**src/rtl/core/ats_ram.sv**
```systemverilog
// ----------------------------------------------------------------------------
// Alias table sampler RAM
// Simple dual-port synchronous memory, one write and one registered read.
// ----------------------------------------------------------------------------
`timescale 1ns / 1ps

module ats_ram #(
  parameter int WIDTH = 8,
  parameter int DEPTH = 16,
  localparam int AW = $clog2(DEPTH)
) (
  input  logic             clk,
  input  logic             wr_en,
  input  logic [AW-1:0]    wr_addr,
  input  logic [WIDTH-1:0] wr_data,
  input  logic [AW-1:0]    rd_addr,
  output logic [WIDTH-1:0] rd_data
);

  logic [WIDTH-1:0] mem [DEPTH];

  always_ff @(posedge clk) begin
    if (wr_en) begin
      mem[wr_addr] <= wr_data;
    end
  end

  always_ff @(posedge clk) begin
    rd_data <= mem[rd_addr];
  end

endmodule

```
**config.mk**
```make
export PLATFORM = sky130hd
export DESIGN_NAME = ats_ram
export DESIGN_NICKNAME = d
export VERILOG_FILES = /design/src/rtl/core/ats_ram.sv
export SDC_FILE = /design/constraint.sdc
export NUM_CORES = 1
export LEC_CHECK = 0
export BUFFER_PORTS_ARGS = -buffer_cell sky130_fd_sc_hd__buf_2
export CORE_ASPECT_RATIO = 0.7
export CORE_MARGIN = 4
export CORE_UTILIZATION = 54
export DETAILED_ROUTE_END_ITERATION = 10
export GPL_ROUTABILITY_DRIVEN = 0
export GPL_TIMING_DRIVEN = 0
export HOLD_SLACK_MARGIN = 0.15
export PLACE_DENSITY_LB_ADDON = 0.15
export SLEW_MARGIN = 10
export SYNTH_ARGS = -nofsm -noshare
export SYNTH_HDL_FRONTEND = slang
export SYNTH_SLANG_ARGS = --single-unit
```
**constraint.sdc**
```tcl
create_clock -name clk -period 1.5 [get_ports clk]
set_input_delay 0.15 -clock clk [delete_from_list [all_inputs] [get_ports clk]]
set_output_delay 0.15 -clock clk [all_outputs]
set_load 0.01 [all_outputs]
```
==> out/qor.csv <==
metric;value;unit
Cell Pwr Density;1380;nW/um2
TritonCTS Buffers;17;
top cells by area, synth;edfxtp_1 75%, mux4_2 7.9%, mux4_1 7.1%;
WP data required;1530;ps
RSZ-0062 raised after global routing;false;
Hold Fails Final Rpt;0;
syn_nets;247;
share of cells above drive strength 1;28.5;%
combinational power share;5.2;%
worst path cell trace;buf_2, or3b_2, nor2_1;
antenna fix cells;0;
clock sink total;136;
CP startpoint kind;primary input;
Final Hold Slack;154;ps
gr busiest metal;met2;
leading area contributor after synthesis;edfxtp_1;
#FFs+latches synth;136;
switch share;20.2;%
GRT met1 Usage;27.5;%
top-count cell post-synth;edfxtp_1;
# port buffers;24;
worst slew pin tran;891;ps
ys async rst share;0;%
min Tclk post-route;1450;ps
FP Rows;29;
Setup TNS;0;ps
vias in the first global route;2446;
Die Ht;89.7;um
area grow syn2layout;16.9;%
First DRT Iteration DRCs;254;
I/O pin total;26;
H-Tree Level Count;4;
Global Route met3 Usage;6.62;%
DP HPWL;6.30;mm
clock share of power;43.2;%
vias per cell;5.77;
Critical Path Sink Type;flip-flop;
Synth Flop Type;edfxtp_1;
final WL;10.1;mm
worst-path maximum fanout;8;
first-pass GRT wire length;15.1;mm
Mean Syn Cell Area;22.5;um2
nets;296;
post-CTS setup buffers;0;
Pre-antenna DRT Iters;4;
Distinct cells, synth;19;
instance count of the mapped netlist;229;
Reg clk slew, reported paths;60;ps
Static Leak;2.02;nW
Routed Antenna Nets;0;
Core Area;9180;um2
CP top delay family;simple AND/OR/NAND/NOR gates;
fin crit share;96.7;%
Worst slew margin;40.4;%
largest net degree at the start of global routing;17;
die area;11200;um2
clock latency on the worst-skew pair;410;ps
crit path max-delay cell type;nor2_1;
Final Setup Violations;0;
Setup Skew;11.0;ps
Final WS setup;48.8;ps
status;finished, final reports clean;
worst path bufs/invs;1;
CP max stage delay;670;ps
internal power;0.00661;W
Die Wd;125;um
critical path arrival;1480;ps
sequential-to-total area share from yosys stat;77.8;%
All-Layer GR Usage;19.6;%
Synth Cell Area;5150;um2
max cap viols;0;
root buf cell;clkbuf_16;
Cell Count Post-Placement;377;
sw power;0.00167;W
HP Class;primary input to flip-flop;
initial antenna violation count;0;
Synth top area share;74.7;%
Residual DRC;0;
Yosys warning total;0;
non-filler cells, final;415;
met2 Usage GRT;29.9;%
FMAX;689;MHz
Max Root-Sink Buffers;2;
gr ovfl total;0;
synth cell count leaders;128 x edfxtp_1, 18 x mux4_2, 16 x a22oi_1, 14 x mux4_1, 13 x nor2_1;
sequential share of power;51.6;%
Peak VDD IR;0.00108;V
max-slew violation count;0;
routed wire length per instance;24.4;um
Place WS;-383;ps
Critical Setup Path Class;primary input to flip-flop;
CTS tree;yes;
Initial Utilization;56.1;%
EDFF count, synth;128;
fillcell total;628;
total vias in the final route;2393;
state kept, by name (all words and copies together) (netlist names):
signal / cells
mem: 128
rd_data: 8
cells in the final DEF (no fill, tap or decap):
| cell | synthesis | routed |
|---|---|---|
| buf_6 | 3 | 3 |
| clkinv_2 | 0 | 5 |
| nor3_2 | 0 | 4 |
| buf_2 | 3 | 27 |
| nand2_1 | 9 | 9 |
| mux4_1 | 14 | 14 |
| edfxtp_1 | 128 | 128 |
| nor2_2 | 0 | 2 |
| buf_4 | 1 | 1 |
| clkinv_1 | 0 | 1 |
| mux4_2 | 18 | 18 |
| nor2b_1 | 1 | 1 |
| or3b_2 | 1 | 1 |
| nor2_1 | 13 | 11 |
| nand3_1 | 1 | 1 |
| clkbuf_16 | 0 | 17 |
| a22oi_1 | 16 | 16 |
| nand3b_1 | 2 | 2 |
| and2b_1 | 1 | 1 |
| clkdlybuf4s25_2 | 3 | 3 |
| clkbuf_1 | 0 | 7 |
| dlygate4sd3_1 | 0 | 6 |
| nand2b_1 | 2 | 2 |
| clkbuf_8 | 0 | 2 |
| dfxtp_1 | 8 | 8 |
| and2_1 | 1 | 1 |
layer usage:
metal  share of wire (%)  vias to the layer above
li1                    -                     1075
met1                  46                     1241
met2                  46                       70
met3                 7.6                        7
met4                0.91                        0
met5                   0                        -
layout make-up:
| cell class | instances | area [um2] | share of cell area [%] |
|---|---|---|---|
| Timing Repair Buffer | 30 | 180 | 3.00 |
| Tap cell | 124 | 155 | 2.58 |
| Sequential cell | 136 | 4000 | 66.6 |
| Buffer | 10 | 86.3 | 1.44 |
| Clock buffer | 26 | 479 | 7.97 |
| Clock inverter | 6 | 28.8 | 0.478 |
| Multi-Input combinational cell | 83 | 1080 | 18.0 |
repair_timing:
item,4_1_cts,5_1_grt
gates resized for setup,0,2
hold buffers,6,0
setup endpoints to repair,0,12
hold endpoints to repair,58,0
path summary, 6_finish.rpt:
| check | end | from | cells past startpoint | slack, ps |
|---|---|---|---|---|
| worst min register to register | rd_data[3] | mem[8][3] | 3 | 680 |
| worst max-delay path | mem[1][4] | wr_addr[2] | 3 | 50 |
| worst max register to register | rd_data[2] | mem[1][2] | 3 | 90 |
| worst min-delay path | mem[8][2] | wr_data[2] | 1 | 150 |
kinds of logic (layout without fill, tap and decap cells):
logic type | after synthesis | in the layout | synth area share (%)
flip-flops | 136 | 136 | 77.8
AND/OR/NAND/NOR | 35 | 35 | 3.18
multiplexers | 32 | 32 | 15.0
AO/OA/AOI/OAI | 16 | 16 | 2.33
buffers and inverters | 10 | 72 | 1.68
through the flow:
| step | area [um2] | util [%] | power (W) |
|---|---|---|---|
| final | 6020 | 65.5 | 0.00828 |
| after CTS | 6000 | 65.4 | 0.00834 |
| after floorplan | 5150 | - | 0.00457 |
| after detailed placement | 5430 | 59.2 | 0.00477 |
| after global routing | 6020 | 65.5 | 0.00856 |
| after global placement | 5430 | 59.1 | 0.00476 |
power by group through the flow:
stage	logic, W	clock network [W]	registers [W]
after floorplan	0.000216	0	0.00436
after global placement	0.000413	0	0.00434
after detailed placement	0.000421	0	0.00435
after CTS	0.000434	0.00364	0.00427
after global routing	0.000467	0.00381	0.00428
final	0.000432	0.00358	0.00427
No activity file was read; power rests on OpenSTA's default activity.
